## src/design/fpri_pkg.sv

```systemverilog
`timescale 1ns / 1ps

package fpri_pkg;

    // width of the shared datapath words
    localparam int unsigned WORD_W = 64;
    localparam int unsigned HALF_W = 32;

    // configuration register indexes
    localparam logic REG_ITERATIONS = 1'b0;
    localparam logic [7:0] ITER_RESET = 8'd10;

    // shared multiplier request and response
    typedef struct packed {
        logic              start;
        logic [WORD_W-1:0] a;
        logic [WORD_W-1:0] b;
    } t_mul_req;

    typedef struct packed {
        logic              done;
        logic [WORD_W-1:0] p;
    } t_mul_rsp;

    // shared divider request and response
    typedef struct packed {
        logic              start;
        logic [WORD_W-1:0] num;
        logic [WORD_W-1:0] den;
    } t_div_req;

    typedef struct packed {
        logic              done;
        logic [WORD_W-1:0] quo;
    } t_div_rsp;

endpackage

```

## src/design/fpri_mul.sv

```systemverilog
`timescale 1ns / 1ps

module fpri_mul (
    input  logic              i_clk,
    input  logic              i_rst_n,
    input  fpri_pkg::t_mul_req i_req,
    output fpri_pkg::t_mul_rsp o_rsp
);

    logic [fpri_pkg::WORD_W-1:0] r_a;
    logic [fpri_pkg::WORD_W-1:0] r_b;
    logic [fpri_pkg::WORD_W-1:0] r_prod;
    logic [fpri_pkg::WORD_W-1:0] r_acc;
    logic [1:0]                  r_cnt;
    logic                        r_busy;
    logic                        r_done;
    logic [fpri_pkg::HALF_W-1:0] op_a;
    logic [fpri_pkg::HALF_W-1:0] op_b;

    // pick the partial product for this step, low word of the result only
    always_comb begin
        case (r_cnt)
            2'd1: begin
                op_a = r_a[fpri_pkg::HALF_W-1:0];
                op_b = r_b[fpri_pkg::WORD_W-1:fpri_pkg::HALF_W];
            end
            2'd2: begin
                op_a = r_a[fpri_pkg::WORD_W-1:fpri_pkg::HALF_W];
                op_b = r_b[fpri_pkg::HALF_W-1:0];
            end
            default: begin
                op_a = r_a[fpri_pkg::HALF_W-1:0];
                op_b = r_b[fpri_pkg::HALF_W-1:0];
            end
        endcase
    end

    // registered 32x32 product, then accumulate
    always_ff @(posedge i_clk) begin
        if (!i_rst_n) begin
            r_busy <= 1'b0;
            r_done <= 1'b0;
            r_cnt  <= 2'd0;
        end else begin
            r_done <= 1'b0;
            if (i_req.start) begin
                r_a    <= i_req.a;
                r_b    <= i_req.b;
                r_cnt  <= 2'd0;
                r_busy <= 1'b1;
            end else if (r_busy) begin
                r_prod <= {{fpri_pkg::HALF_W{1'b0}}, op_a} * {{fpri_pkg::HALF_W{1'b0}}, op_b};
                r_cnt  <= r_cnt + 2'd1;
                case (r_cnt)
                    2'd1: r_acc <= r_prod;
                    2'd2: r_acc <= r_acc + {r_prod[fpri_pkg::HALF_W-1:0],
                                            {fpri_pkg::HALF_W{1'b0}}};
                    2'd3: begin
                        r_acc  <= r_acc + {r_prod[fpri_pkg::HALF_W-1:0],
                                           {fpri_pkg::HALF_W{1'b0}}};
                        r_busy <= 1'b0;
                        r_done <= 1'b1;
                    end
                    default: ;
                endcase
            end
        end
    end

    assign o_rsp.done = r_done;
    assign o_rsp.p    = r_acc;

endmodule

```

## config.mk

```make
export PLATFORM = sky130hd
export DESIGN_NAME = fpri_mul
export DESIGN_NICKNAME = d
export VERILOG_FILES = /design/src/design/fpri_pkg.sv /design/src/design/fpri_mul.sv
export SDC_FILE = /design/constraint.sdc
export NUM_CORES = 2
export LEC_CHECK = 0
export BUFFER_PORTS_ARGS = -buffer_cell sky130_fd_sc_hd__buf_2
export CAP_MARGIN = 40
export CORE_MARGIN = 4
export CORE_UTILIZATION = 59
export CTS_CLUSTER_DIAMETER = 50
export DETAILED_ROUTE_END_ITERATION = 12
export GPL_ROUTABILITY_DRIVEN = 0
export PLACE_DENSITY = 0.77
export SLEW_MARGIN = 30
export SYNTH_ARGS = -nofsm -noshare
export SYNTH_HDL_FRONTEND = slang
export SYNTH_SLANG_ARGS = --single-unit
```

## constraint.sdc

```tcl
create_clock -name i_clk -period 8.3 [get_ports i_clk]
set_input_delay 1.66 -clock i_clk [delete_from_list [all_inputs] [get_ports i_clk]]
set_output_delay 1.66 -clock i_clk [all_outputs]
set_load 0.01 [all_outputs]
```

; After elaboration in Yosys (flattened, before gate mapping)
; Index checks and enable logic that the tools add are counted.
[word_totals]
output_inout_bits = 65
reg_bits = 260
elab_cells = 30
[op_classes]
n_addsub = 2
mul = 1
reduce_logical = 7
mux = 7
bitwise = 3
eq_ne = 3
[ops]
columns = operator, count
row1 = $pmux 64 s2, 1
row2 = $add 64x64->64, 1
row3 = $mul 32x32->64, 1
row4 = $mux 32, 2
row5 = $eq 2x2->1 const B, 2
row6 = $mux 1, 4
row7 = $reduce_and 4->1, 1
row8 = $reduce_or 2->1, 2
row9 = $not 1->1, 3
row10 = $reduce_and 3->1, 1
row11 = $reduce_or 3->1, 1
row12 = $add 2x1->2 const B, 1
row13 = $eq 2x1->1 const B, 1
row14 = $reduce_and 2->1, 1
row15 = $reduce_bool 2->1, 1

; Logic depth before layout (Yosys ltp)
[logic_depth]
depth_word = 4
mapped_depth = 35
mapped_depth_nobuf = 30

; Least setup slack after synthesis
; OpenSTA, ideal clock, no wires.
[synth_timing]
kind = flip-flop to flip-flop
start = register r_cnt[0]
end = register r_prod[58] in the netlist's numbering, data pin
path_stages_with_launch = 31
period_less_slack_ns = 8.749
required_ns = 8.093
t_arrival_ns = 8.542
path_slack_ns = -0.449
cell_sequence = dfxtp_1 > ha_1 > clkbuf_1 > clkbuf_1 > buf_1 > mux2i_1 > clkbuf_1 > nor2_1 > fa_1 > inv_1 > fa_1 > fa_1 > inv_1 > fa_1 > inv_1 > fa_1 > inv_1 > fa_1 > fa_1 > fa_1 > ha_1 > clkbuf_1 > nand2_1 > nor3_1 > a21oi_1 > o31ai_1 > a31oi_1 > o31ai_1 > a21oi_1 > mux2i_1 > a2111oi_0
[synth_between]
elab_chain_len = 3
elab_cells_between_ends = 5
cone_classes = mul (1) / eq/ne (2) / mux (2)
[synth_rtl]
columns = element, line_no
row1 = from (decl), fpri_mul.sv:14  ; logic [1:0] r_cnt;
row2 = from (signal assigned), fpri_mul.sv:53  ; r_cnt <= r_cnt + 2'd1;
row3 = $eq 2x2->1 or $eq 2x1->1 (tied branches), fpri_mul.sv:22  ; case (r_cnt)
row4 = $mux 32, fpri_mul.sv:22
row5 = $mul 32x32->64 (*), fpri_mul.sv:52  ; r_prod <= {{fpri_pkg::HALF_W{1'b0}}, op_a} * {{fpri_pkg::HALF_W{1'b0}}, op_b};
row6 = to (signal assigned), fpri_mul.sv:52
row7 = to (decl), fpri_mul.sv:12  ; logic [fpri_pkg::WORD_W-1:0] r_prod;
; Mark *: on every way between the ends. The rest lies on a longest branch, timed or not.
; A chain may end at the register's enable or synchronous reset.

; Final worst setup path
[layout_timing]
start = register r_cnt[0]
end = register r_prod[55] in the netlist's numbering, data pin
; The elaborated chain is that of the path after synthesis.

==> metrics.md <==
| Metric | Value |
|---|---|
| Status | `finished, violations left` |
| Violated checks | `design-rule violations, negative setup slack` |
| CTS H-Tree Depth | `2` |
| Slowest cell on the critical path | `fa_1` |
| Area added between synthesis and finish | `17.7%` |
| Worst hold path class | `register to register` |
| Pre-antenna DRT Iters | `11` |
| Finish-stage setup viols | `5` |
| CP startpoint kind | `register` |
| Initial antenna violation count | `5` |
| R2r setup slk | `-0.04 ns` |
| CP required | `about 8.6 ns` |
| CP arrival | `just under 9 ns` |
| Hold Buf Count CTS | `0` |
| Worst stage delay on the critical path | `roughly 0.60 ns` |
| Share of post-route cells with drive strength above 1 | `0.173` |
| Worst setup path category | `register to register` |
| Most common cell after layout, fill and taps aside | `inv_1` |
| WL final | `148 mm` |
| Synth unique cells | `64` |
| FF-to-FF path depth | `33` |
| Place WS | `-0.186 ns` |
| CTS Root Cell | `clkbuf_16` |
| Synth top area cells | `fa_1, edfxtp_1, ha_1` |
| # Max-Cap Violations | `0` |
| Cell Rows | `a little under 100` |
| Post-Synth Simple-Gate Area | `0.125` |
| Sequential-to-total area share from yosys stat | `0.180` |
| Xor/xnor cell area share of the yosys netlist | `0.0185` |
| Design Area, Final | `50,800 µm²` |
| Die Y | `between 200 and 300 µm` |
| IO Count | `around 200` |
| Fraction of registers with async set/reset | `0` |
| Die ar. | `a little under 80,000 µm²` |
| Initial core utilization | `0.600` |
| Chip width | `about 280 µm` |
| Synthesis Warnings | `0` |
| Most frequent cells in the layout | `inv_1, fa_1, nor2_1` |
| Vias/cell | `a little over 6` |
| CTS tree | `yes` |
| Reg2reg end | `r_prod[55]$_DFFE_PP_` |
| Number of global-route vias before repair | `36,441` |
| NumNets Final | `6,147` |
| Final Skew | `roughly 0.028 ns` |
| CP Launch Point | `r_cnt[0]$_SDFFE_PP0P_` |
| Cell count after synthesis | `approximately 4,400` |
| Worst skew pair latency | `~0.59 ns` |
| Period utilization | `1.00` |
| Worst-path clk slew | `0.06 ns` |
| Largest net degree at the start of global routing | `77` |
| Routed vias | `35,343` |
| Top FF cell, synth | `edfxtp_1` |
| Yosys top cell area share | `0.416` |
| Remaining antenna violation count | `0` |
| Largest family of logic cells by synthesized area | `adder cells` |
| Max_slew headroom | `0.478` |
| Tmin final | `between 8 and 9 ns` |
| CP Capture Point | `r_prod[55]$_DFFE_PP_` |
| RSZ-0062 raised after global routing | `true` |
| CTS Buffer Depth | `3` |
| GRT Residual Overflow | `0` |
| Area of the core | `about 72,000 µm²` |
| Syn Std Cell Area | `approximately 43,000 µm²` |
| Cell taking the most area after synthesis | `fa_1` |
| Avg Cell Area, Syn | `just under 10 µm²` |
| Clock tree sinks | `260` |
| Post-synth EDFFs | `256` |
| Top cell by count, worst path | `fa_1` |
| Remaining DRCs | `3` |
| Worst r2r src | `r_cnt[0]$_SDFFE_PP0P_` |
| First-pass GRT wire length | `around 210 mm` |
| Slew @ Worst Pin | `just under 0.8 ns` |
| Syn nets | `between 5,000 and 6,000` |
| Initial DRC count | `between 4,000 and 5,000` |
| Fin. max-slew vios | `0` |
| Setup ws final | `-0.0411 ns` |
| Number of synthesized register bits | `260` |
| Area post-placement | `between 40,000 and 50,000 µm²` |
| Multiplexer share of the synthesized area | `0.0328` |
| WL/cell | `~25 µm` |
| GRT Util Overall | `0.354` |
| Input/output buffers | `195` |
| Worst Setup End Kind | `register` |
| Fmax | `between 100 and 150 MHz` |
| TritonCTS buffer count | `36` |
| HPWL Detailed | `111 mm` |
| Worst Path Max Fanout | `10` |
| Post-Synth Adder-Cell Area | `0.503` |
| Compound-gate portion of the synthesized area | `0.0472` |
| Hold Vio Cnt, Final | `0` |
## registers in the layout, summed over array words and instances, names as in the netlist
name    count
r_a        64
r_acc      64
r_b        64
r_prod     64
r_cnt       2
r_busy      1
r_done      1
## critical path: cells and delay by family, from the launching register on
| family | cells | cell delay [ns] |
|---|---|---|
| adder cells (fa/ha/maj) | 10 | 4.52 |
| buffers and inverters | 12 | 1.43 |
| XOR/XNOR | 1 | 0.18 |
| AO/OA/AOI/OAI | 2 | 0.43 |
| multiplexers | 1 | 0.24 |
| AND/OR/NAND/NOR | 7 | 0.91 |
| flip-flops | 1 | 0.36 |
## cells by family (layout without fill, tap and decap cells)
kind of cell	Yosys count	in the layout
simple gates	1330	1330
fa+ha+maj	1196	1196
buf+inv	1081	1515
compound gates	322	322
flops	260	260
mux	133	133
xor+xnor	91	91
other cells	0	5
## through the flow
stage                     hold WS, ns  TNS, ns  cells  utilization
after floorplan                 0.495        0   4413            -
after global placement          0.509   -0.199   5619        0.656
after detailed placement        0.534   -0.702   5619        0.656
after CTS                       0.548  -0.0356   5692        0.676
after global routing            0.563    -1.55   5798        0.706
final                           0.540   -0.131   5802        0.706
## cell usage after synthesis (5+ instances only)
cell type,n
a21oi_1,97
nand4_1,20
and3_1,17
a21o_1,49
xor2_1,41
nor2b_1,8
fa_1,897
o21ai_0,77
a31oi_1,10
nand2_1,560
o21bai_1,15
mux2i_1,65
inv_1,887
a211oi_1,11
mux2_2,68
a21boi_0,5
o21a_1,11
nor3_1,14
edfxtp_1,256
xnor2_1,50
and2_1,47
ha_1,299
o211ai_1,7
nor2_1,610
clkbuf_1,179
buf_1,13
nand3_1,28
## repair_timing
action,CTS,global route
pin swaps,1,54
gates cloned,3,16
resized for setup,20,186
setup buffers,5,87
endpoints found under the setup margin,11,24
## layer usage
layer,up-vias,wire [µm],track usage
met5,-,71,0
met4,4,15000,0.257
met3,959,20800,0.0985
met2,2626,65500,0.553
met1,17476,46500,0.424
li1,14278,-,-
## worst min path at each step
| stage | to | cells past startpoint | from | slack [ns] |
|---|---|---|---|---|
| 2_1_floorplan | r_acc[36]$_DFFE_PP_ | 1 | r_prod[36]$_DFFE_PP_ | 0.50 |
| 3_3_place_gp | r_acc[58]$_DFFE_PP_ | 2 | r_prod[58]$_DFFE_PP_ | 0.51 |
| 3_5_place_dp | r_acc[61]$_DFFE_PP_ | 2 | r_prod[61]$_DFFE_PP_ | 0.53 |
| 4_1_cts | r_acc[61]$_DFFE_PP_ | 2 | r_prod[61]$_DFFE_PP_ | 0.55 |
| 5_1_grt | r_acc[63]$_DFFE_PP_ | 2 | r_prod[63]$_DFFE_PP_ | 0.56 |
| 6_report | r_acc[61]$_DFFE_PP_ | 2 | r_prod[61]$_DFFE_PP_ | 0.54 |
## layout make-up
class | instances | area, µm²
inverter | 887 | 3330
tap | 950 | 1190
sequential | 260 | 7770
timing repair buffer | 563 | 4990
antenna | 5 | 12.5
fill | 4859 | 21200
clock inverter | 23 | 260
clock buffer | 42 | 923
multi-input combinational | 3072 | 32300
Power is not shown: default switching activity piles up to over one toggle a cycle in this logic, so the estimate is an artifact.
