## config.mk

```make
export PLATFORM = sky130hd
export DESIGN_NAME = fpri_div
export DESIGN_NICKNAME = d
export VERILOG_FILES = /design/src/design/fpri_pkg.sv /design/src/design/fpri_div.sv
export SDC_FILE = /design/constraint.sdc
export NUM_CORES = 1
export LEC_CHECK = 0
export ABC_CLOCK_PERIOD_IN_PS = 5700
export BUFFER_PORTS_ARGS = -buffer_cell sky130_fd_sc_hd__buf_2
export CORE_UTILIZATION = 58
export CTS_CLUSTER_DIAMETER = 30
export DETAILED_ROUTE_END_ITERATION = 8
export PLACE_DENSITY = 0.9
export SETUP_SLACK_MARGIN = 0.15
export SYNTH_ARGS = -nofsm -noshare
export SYNTH_HDL_FRONTEND = slang
export SYNTH_SLANG_ARGS = --single-unit
```

## constraint.sdc

```tcl
create_clock -name i_clk -period 5.7 [get_ports i_clk]
set_input_delay 0 -clock i_clk [delete_from_list [all_inputs] [get_ports i_clk]]
set_output_delay 0 -clock i_clk [all_outputs]
set_load 0.01 [all_outputs]
```

## src/design/fpri_pkg.sv

```systemverilog
`timescale 1ns / 1ps

package fpri_pkg;

    // width of the shared datapath words
    localparam int unsigned WORD_W = 64;
    localparam int unsigned HALF_W = 32;

    // configuration register indexes
    localparam logic REG_ITERATIONS = 1'b0;
    localparam logic [7:0] ITER_RESET = 8'd10;

    // shared multiplier request and response
    typedef struct packed {
        logic              start;
        logic [WORD_W-1:0] a;
        logic [WORD_W-1:0] b;
    } t_mul_req;

    typedef struct packed {
        logic              done;
        logic [WORD_W-1:0] p;
    } t_mul_rsp;

    // shared divider request and response
    typedef struct packed {
        logic              start;
        logic [WORD_W-1:0] num;
        logic [WORD_W-1:0] den;
    } t_div_req;

    typedef struct packed {
        logic              done;
        logic [WORD_W-1:0] quo;
    } t_div_rsp;

endpackage

```

## src/design/fpri_div.sv

```systemverilog
`timescale 1ns / 1ps

module fpri_div (
    input  logic              i_clk,
    input  logic              i_rst_n,
    input  fpri_pkg::t_div_req i_req,
    output fpri_pkg::t_div_rsp o_rsp
);

    localparam int unsigned CNT_W = $clog2(fpri_pkg::WORD_W);

    logic [fpri_pkg::WORD_W-1:0] r_rem;
    logic [fpri_pkg::WORD_W-1:0] r_quo;
    logic [fpri_pkg::WORD_W-1:0] r_den;
    logic [CNT_W-1:0]            r_cnt;
    logic                        r_busy;
    logic                        r_done;
    logic [fpri_pkg::WORD_W:0]   trial;
    logic [fpri_pkg::WORD_W:0]   diff;
    logic                        ge;
    logic [fpri_pkg::WORD_W-1:0] n_rem;

    // one restoring step: shift in a dividend bit, subtract when it fits
    always_comb begin
        trial = {r_rem, r_quo[fpri_pkg::WORD_W-1]};
        diff  = trial - {1'b0, r_den};
        ge    = (trial >= {1'b0, r_den});
        n_rem = ge ? diff[fpri_pkg::WORD_W-1:0] : trial[fpri_pkg::WORD_W-1:0];
    end

    always_ff @(posedge i_clk) begin
        if (!i_rst_n) begin
            r_busy <= 1'b0;
            r_done <= 1'b0;
            r_cnt  <= '0;
        end else begin
            r_done <= 1'b0;
            if (i_req.start) begin
                r_rem  <= '0;
                r_quo  <= i_req.num;
                r_den  <= i_req.den;
                r_cnt  <= '0;
                r_busy <= 1'b1;
            end else if (r_busy) begin
                r_rem <= n_rem;
                r_quo <= {r_quo[fpri_pkg::WORD_W-2:0], ge};
                r_cnt <= r_cnt + 1'b1;
                if (r_cnt == CNT_W'(fpri_pkg::WORD_W - 1)) begin
                    r_busy <= 1'b0;
                    r_done <= 1'b1;
                end
            end
        end
    end

    assign o_rsp.done = r_done;
    assign o_rsp.quo  = r_quo;

endmodule

```

== After elaboration in Yosys (flattened, before gate mapping) ==
Index checks and enable logic that the tools add are counted.

* Divide/modulo/power cells: 0
* $mul: 0
* Shifts and indexed selects: 0
* Multiplexer cells: 8
* Reduce and logical (&&, ||, !) cells: 5
* Bitwise operators: 2
* $lt $le $gt $ge: 1
* Add/subtract/negate cells: 2
* Equality and inequality tests: 1

{| class="wikitable"
|+ Operators with widths
! operator !! number
|-
| $mux W64 || 4
|-
| $ge A65 B64 Y1 || 1
|-
| $sub A64 B64 Y64 || 1
|-
| $add A6 B1 Y6 const B || 1
|-
| $eq A6 B6 Y1 const B || 1
|-
| $mux W1 || 4
|-
| $reduce_and A2 Y1 || 2
|-
| $reduce_or A3 Y1 || 1
|-
| $not A1 Y1 || 2
|-
| $reduce_bool A2 Y1 || 1
|-
| $reduce_or A2 Y1 || 1
|}

* Input bits: 131
* Bits in registers: 200
* Memories kept: 0
* Bits in writable memories: 0
* Logic and storage cells: 25
* Bits in latches: 0
* ROM bits: 0
* Output and inout port bits: 65

== Depth between registers and ports, before layout ==
Gate-level depths: netlist of run 1.

* Depth in word-level cells: 4
* Mapped depth: 15
* Mapped depth without buffers: 13

== Worst setup path before layout of run 1 ==
No wires, ideal clock.

* Kind: register to register
* Start point: register r_busy
* End point: register r_quo[0] in the netlist's numbering (enable)
* Arrival: 3477 ps
* Stages on the path, launching flop included: 3
* Setup time: 499 ps
* Slack: 1724 ps
* Buffers on the path: 1
* Cell sequence: dfxtp_1 clkbuf_1 o21a_1

* Cells in the longest elaborated chain, start to end: 2

{| class="wikitable"
|+ Ends and longest elaborated chain
! item !! line !! text
|-
| start, declared || fpri_div.sv:16 || <nowiki>logic r_busy;</nowiki>
|-
| start signal, assigned || fpri_div.sv:33 || <nowiki>r_busy <= 1'b0;</nowiki>
|-
| start signal, assigned || fpri_div.sv:43 || <nowiki>r_busy <= 1'b1;</nowiki>
|-
| start signal, assigned || fpri_div.sv:49 || <nowiki>r_busy <= 1'b0;</nowiki>
|-
| $reduce_bool A2 Y1 (no line) || n/a ||
|-
| $reduce_and A2 Y1 (no line) || n/a ||
|-
| end signal, assigned || fpri_div.sv:40 || <nowiki>r_quo <= i_req.num;</nowiki>
|-
| end signal, assigned || fpri_div.sv:46 || <nowiki>r_quo <= {r_quo[fpri_pkg::WORD_W-2:0], ge};</nowiki>
|-
| end, declared || fpri_div.sv:13 || <nowiki>logic [fpri_pkg::WORD_W-1:0] r_quo;</nowiki>
|}

Every way passes these cells.
A chain may end at the register's enable or synchronous reset.

== Worst setup path in the final report of run 1 ==
* Start point: register r_rem[19] in the netlist's numbering
* End point: register r_rem[59] in the netlist's numbering, data pin

* Cells in the longest elaborated chain, start to end: 3

{| class="wikitable"
|+ Ends and longest elaborated chain
! item !! line !! text
|-
| start, declared || fpri_div.sv:12 || <nowiki>logic [fpri_pkg::WORD_W-1:0] r_rem;</nowiki>
|-
| start signal, assigned || fpri_div.sv:45 || <nowiki>r_rem <= n_rem;</nowiki>
|-
| $sub A64 B64 Y64 or $ge A65 B64 Y1 (tied branches) || fpri_div.sv:26, fpri_div.sv:27 ||
|-
| $mux W64 (*) || fpri_div.sv:28 || <nowiki>n_rem = ge ? diff[fpri_pkg::WORD_W-1:0] : trial[fpri_pkg::WORD_W-1:0];</nowiki>
|-
| $mux W64 (*) || fpri_div.sv:44 || <nowiki>end else if (r_busy) begin</nowiki>
|}

Mark *: on every way between the ends. The rest lies on a longest branch, timed or not. The select of a mux whose other input is x is not followed.

==> results.txt, run 1 <==
total of fill cells in the finished design: 1367
Yosys cell types: 67
CTS max path bufs: 2
Hold WC Path Type: input pin to register
Layout Cells excl Fill: 1680
Comb pwr share: 28.9%
GPL Wtd Cong: 0.9633
Fin. Hold Viols: 0
Net Sw Power: 1.489 mW
Period minus WS final: 4.231 ns
crit-path cells: ha_1 -> a21oi_1 -> o21ai_1 -> nor3_2 -> nand3_1 -> a31o_2 -> o2111ai_2 -> a21oi_1 -> nor3_4 -> buf_4 -> or2_1 -> o21ai_0
setup bufs post-CTS: 0
Post-CTS Resized: 0
Seq/Total Area, Yosys: 49.16%
CTS tree: built
post-synth top area share: 47.83%
asr flop ratio synth: 0%
Fin Setup TNS: 0 ns
vias in the first global route: 9797
post-DP HPWL: 20.76 mm
# clock sinks: 200
area grow syn2layout: 24.98%
Fmax achieved: 236.4 MHz
top cells by count, synth: edfxtp_1 (192), inv_1 (93), nor2_1 (89)
CP endpoint kind: register
syn nets: 1312
Worst Skew: 0.01787 ns
Max-slew headroom: 22.67%
worst hold slack: 0.1429 ns
Clk pwr share: 29.7%
Worst EP required: 5.91 ns
Initial Util: 59.38%
final wirelength: 31.39 mm
slowest stage delay, CP: 0.67 ns
vias per cell: 5.862
CP most frequent cell: a21oi_1
FF+latch count, synth: 200
final design utilization: 74.22%
CP max FO: 32
PwrDens: 294.6 nW/um^2
setup violators final: 0
Clk pin slew, worst setup/hold paths: 0.09 ns
Post-DRT Antenna Nets: 0
Worst-Margin Slew: 1.160 ns
die width: 146.2 um
# rows: 52
dpl cells: 1519
hold path depth: 2
Synth Area per Inst: 10.81 um^2
share of cells above drive strength 1: 22.06%
clk_lat worst skew: 0.46 ns
Yosys warning count: 0
H-tree levels: 4
prevailing post-synth register cell: edfxtp_1
period utilization: 74.23%
largest net degree at the start of global routing: 84
sequential power share: 41.3%
synthesized cell area: 12050 um^2
startpoint types: register
number of DRC markers in iteration 0: 760
Slew Viols, Final: 0
CP max stage cell: nor3_4
switch share: 33.55%
Die Y: 146.2 um
first-pass GRT wire length: 49.94 mm
n_diodes: 0
Worst Reg-to-Reg Cells: 12
GRT Total Usage: 29.58%
total gr overflow: 0
RSZ-0062 raised after global routing: no
Internal: 2.949 mW
Root Buffer Master: clkbuf_16
dominant cell type by area after synthesis: edfxtp_1
post-layout net count: 1594
drt wl/cell: 18.68 um
DR vias: 9848
initial antenna violation count: 0
Residual DRC: 0
VDD IR-drop max: 0.0001964 V
most frequent cell after synthesis: edfxtp_1
Port Buffers: 195
number of flops mapped to enable cells by yosys: 192
CP arrival: 4.44 ns
die area: 21360 um^2
status: finished, final reports clean
WS Path Type: register to register
CTS buffer count: 17
Synth Instances: 1115
Core Area: 20300 um^2
IO Pins: 196
P_leak: 6.317 nW
Area contributors post-synth: edfxtp_1 (48%), ha_1 (6.7%), mux2_2 (5.9%), mux2i_1 (4.6%), a21oi_1 (3.4%)
Pre-Repair DR Iteration Count: 6
max-cap check violation count: 0
-- per-layer routing --
metal / part of all wire, % / global-route usage [%] / vias to the layer above
met1: 42 / 38.28 / 4677
met4: 2.8 / 10.89 / 0
met2: 48 / 49.69 / 472
met3: 7.0 / 5.406 / 63
met5: 0 / 0 / -
li1: - / - / 4636
-- layout make-up --
type	count	area, um^2	area share [%]
flip-flops and latches	200	5926	39.33
multi-input cells	756	5485	36.41
well taps	270	337.8	2.242
clock buffers	17	425.4	2.824
clock inverters	15	235.2	1.561
repair buffers	329	2307	15.31
inverters	93	349.1	2.317
-- cell families (layout without fill, tap and decap cells) --
logic type / Yosys count / count (layout) / share of synthesized area [%]
xor gates and xnor gates: 66 / 66 / 4.796
muxes: 118 / 118 / 10.45
buffers and inverters: 159 / 454 / 5.408
adders and majority gates: 66 / 66 / 6.913
and+or+nand+nor: 260 / 260 / 10.21
AOI/OAI and AO/OA: 246 / 246 / 13.06
DFF: 200 / 200 / 49.16
-- flip-flops by register name (all words and copies together), names as in the netlist --
register  flops
r_quo        64
r_den        64
r_cnt         6
r_done        1
r_busy        1
r_rem        64
-- cells in the final DEF, fill, tap and decap left out, drive strengths merged, types with 55 or more instances in the layout --
master / instances
mux2: 63
a21oi: 83
edfxtp: 192
buf: 200
inv: 102
mux2i: 55
dlygate4sd3: 129
nor2: 89
ha: 65
nand2: 59
-- worst max-delay path, delay by kind of cell (launching register included) --
family | cells | cell delay, ns
buffers and inverters | 1 | 0.56
AND/OR/NAND/NOR | 4 | 1.38
AO/OA/AOI/OAI | 6 | 1.22
flip-flops | 1 | 0.40
adder cells (fa/ha/maj) | 1 | 0.42
-- what timing repair did --
item,4_1_cts,5_1_grt
endpoints found under the setup margin,0,0
hold buffers,129,0
endpoints found under the hold margin,135,0
-- power groups by stage --
| stage | combinational, mW | clock (mW) | sequential, mW |
|---|---|---|---|
| floorplan | 0.887 | 0 | 1.86 |
| detailed placement | 1.18 | 0 | 1.86 |
| CTS | 1.26 | 1.33 | 1.83 |
| finish | 1.28 | 1.32 | 1.83 |
| global route | 1.39 | 1.38 | 1.84 |
| global placement | 1.14 | 0 | 1.86 |
-- stage by stage --
stage	area, um^2	worst slack [ns]	total power, mW
final	15070	1.469	4.438
after global routing	15070	1.193	4.620
after CTS	15070	1.513	4.416
after detailed placement	13110	1.497	3.035
after global placement	13110	1.635	2.995
after floorplan	12050	1.724	2.748
-- final timing paths --
path                                 start        end  slack, ns
worst max-delay path             r_rem[19]  r_rem[59]       1.47
worst min-delay path            i_req[128]  r_rem[50]       0.14
worst max register to register   r_rem[19]  r_rem[59]       1.47
worst min register to register    r_cnt[5]   r_cnt[5]       0.50
Power figures use the tool's default switching activity.
==> run 2, diff against run 1 <==
--- a/config.mk
+++ b/config.mk
@@ -5,12 +5,12 @@
 export SDC_FILE = /design/constraint.sdc
 export NUM_CORES = 1
 export LEC_CHECK = 0
-export ABC_CLOCK_PERIOD_IN_PS = 5700
+export ABC_CLOCK_PERIOD_IN_PS = 3600
 export BUFFER_PORTS_ARGS = -buffer_cell sky130_fd_sc_hd__buf_2
-export CORE_UTILIZATION = 58
+export CORE_UTILIZATION = 52
 export CTS_CLUSTER_DIAMETER = 30
 export DETAILED_ROUTE_END_ITERATION = 8
-export PLACE_DENSITY = 0.9
+export PLACE_DENSITY = 0.85
 export SETUP_SLACK_MARGIN = 0.15
 export SYNTH_ARGS = -nofsm -noshare
 export SYNTH_HDL_FRONTEND = slang
==> constraint.sdc (replaced) <==
create_clock -name i_clk -period 3.6 [get_ports i_clk]
set_input_delay 0 -clock i_clk [delete_from_list [all_inputs] [get_ports i_clk]]
set_output_delay 0 -clock i_clk [all_outputs]
set_load 0.01 [all_outputs]
==> results.txt, run 2 (synthesis results as in run 1) <==
cell family with most CP delay: simple AND/OR/NAND/NOR gates (unchanged)
drt wl/cell: 18.39 um (was 18.68 um)
CTS max path bufs: 2 (unchanged)
Root Buffer Master: clkbuf_16 (unchanged)
GPL Wtd Cong: 1.010 (was 0.9633)
CTS tree: built (unchanged)
WS Path Type: register to register (unchanged)
number of DRC markers in iteration 0: 835 (was 760)
Clk pin slew, worst setup/hold paths: 0.09 ns (about the same)
Fin Setup TNS: 0 ns (unchanged)
Worst EP required: 3.80 ns (was 5.91 ns)
FF+latch area: 5926 um^2 (unchanged)
Crit. path cell count: 11 (was 12)
Core Area: 22710 um^2 (was 20300 um^2)
CTS buffer count: 17 (unchanged)
Period minus WS final: 3.348 ns (was 4.231 ns)
PwrDens: 464.5 nW/um^2 (was 294.6 nW/um^2)
crit-path cells: ha_4 -> nand4_1 -> or3_1 -> or3_1 -> nand2b_1 -> o221ai_2 -> o221ai_4 -> o2111ai_1 -> o211ai_1 -> xor2_1 -> o21ai_1 (was ha_1 -> a21oi_1 -> o21ai_1 -> nor3_2 -> nand3_1 -> a31o_2 -> o2111ai_2 -> a21oi_1 -> nor3_4 -> buf_4 -> or2_1 -> o21ai_0)
vias in the first global route: 9970 (was 9797)
area grow syn2layout: 28.16% (was 24.98%)
setup violators final: 0 (unchanged)
total gr overflow: 0 (unchanged)
Die Y: 154.3 um (was 146.2 um)
RSZ-0062 raised after global routing: yes (was no)
largest net degree at the start of global routing: 70 (was 84)
Initial Util: 53.08% (was 59.38%)
# clock sinks: 200 (unchanged)
dpl cells: 1548 (was 1519)
Slew Viols, Final: 0 (unchanged)
CP arrival: 3.55 ns (was 4.44 ns)
total of fill cells in the finished design: 1632 (was 1367)
die width: 154.3 um (was 146.2 um)
Port Buffers: 195 (unchanged)
period utilization: 93.00% (was 74.23%)
share of cells above drive strength 1: 25.16% (was 22.06%)
status: finished, final reports clean (unchanged)
first-pass GRT wire length: 50.02 mm (was 49.94 mm)
Layout Cells excl Fill: 1712 (was 1680)
Fin. Hold Viols: 0 (unchanged)
vias per cell: 5.824 (was 5.862)
startpoint types: register (unchanged)
Worst Reg-to-Reg Cells: 11 (was 12)
n_diodes: 0 (unchanged)
placed inst area: 13280 um^2 (was 13110 um^2)
clk_lat worst skew: 0.45 ns (was 0.46 ns)
Post-DRT Antenna Nets: 0 (unchanged)
die area: 23790 um^2 (was 21360 um^2)
WP buf/inv: 0 (was 1)
hold path depth: 2 (unchanged)
fin area: 15450 um^2 (was 15070 um^2)
max-cap check violation count: 0 (unchanged)
Reg2Reg Setup Slack: 0.25 ns (was 1.47 ns)
P_leak: 6.420 nW (was 6.317 nW)
slowest stage delay, CP: 0.46 ns (was 0.67 ns)
DR vias: 9970 (was 9848)
multi-input logic area: 5662 um^2 (was 5485 um^2)
CP max FO: 7 (was 32)
# rows: 55 (was 52)
H-tree levels: 4 (unchanged)
Pre-Repair DR Iteration Count: 7 (was 6)
GRT Total Usage: 26.56% (was 29.58%)
Worst-Margin Slew: 0.7454 ns (was 1.160 ns)
CP endpoint kind: register (unchanged)
VDD IR-drop max: 0.0002560 V (was 0.0001964 V)
initial antenna violation count: 0 (unchanged)
post-layout net count: 1611 (was 1594)
final wirelength: 31.48 mm (was 31.39 mm)
commonest non-fill, non-tap cell in the layout: buf_2 (unchanged)
Residual DRC: 0 (unchanged)
most frequent cells in the layout: buf_2 (194), edfxtp_1 (192), dlygate4sd3_1 (129) (unchanged)
CP most frequent cell: or3_1 (was a21oi_1)
Max-slew headroom: 50.31% (was 22.67%)
Top Registers: r_den: 64 flops, r_quo: 64 flops, r_rem: 64 flops (unchanged)
Hold WC Path Type: input pin to register (unchanged)
Worst Skew: 0.01879 ns (was 0.01787 ns)
IO Pins: 196 (unchanged)
post-DP HPWL: 21.19 mm (was 20.76 mm)
final design utilization: 68.03% (was 74.22%)
Fmax achieved: 298.7 MHz (was 236.4 MHz)
CP max stage cell: edfxtp_1 (was nor3_4)
==> run 2: final cells by class <==
| type | count | share of cell area, % |
|---|---|---|
| repair buffers | 346 | 16.16 |
| multi-input cells | 756 | 36.65 |
| well taps | 285 | 2.308 |
| clock buffers | 17 | 2.754 |
| flip-flops and latches | 200 | 38.36 |
| clock inverters | 15 | 1.515 |
| inverters | 93 | 2.260 |
==> run 2: report_power, final <==
group	switching [mW]	total, mW	internal [mW]
Combinational	1.21	2.17	0.959
Sequential	0.0986	2.90	2.80
Clock	1.06	2.11	1.05
==> run 2: through the flow <==
step | power (mW) | setup slack, ns | hold slack (ns)
5_1_grt | 7.495 | 0.08661 | 0.1121
3_5_place_dp | 4.847 | 0.008476 | 0.1783
4_1_cts | 7.095 | 0.1826 | 0.1066
3_3_place_gp | 4.792 | 0.08953 | 0.1778
6_report | 7.176 | 0.2522 | 0.1118
2_1_floorplan | 4.346 | 0.5018 | 0.09887
==> run 2: worst paths after layout <==
path,startpoint,end
worst min register to register,r_cnt[5],r_cnt[5]
worst max register to register,r_rem[31],r_rem[60]
worst max-delay path,r_rem[31],r_rem[60]
worst min-delay path,i_req[128],r_quo[57]
==> run 2: routing by layer <==
metal  global-route usage [%]  vias up  routed length, um
li1                         -     4671                  -
met1                    33.11     4724              12950
met2                    45.50      485              15210
met3                    5.296       90               2256
met4                    10.47        0               1069
met5                        0        -                  0
==> run 2: repair_timing <==
item / 4_1_cts / 5_1_grt
pin swaps: 1 / 7
gates resized for setup: 4 / 40
hold endpoints to repair: 134 / 0
buffers inserted: 0 / 2
endpoints found under the setup margin: 34 / 65
hold buffers: 129 / 0
cloned: 1 / 0
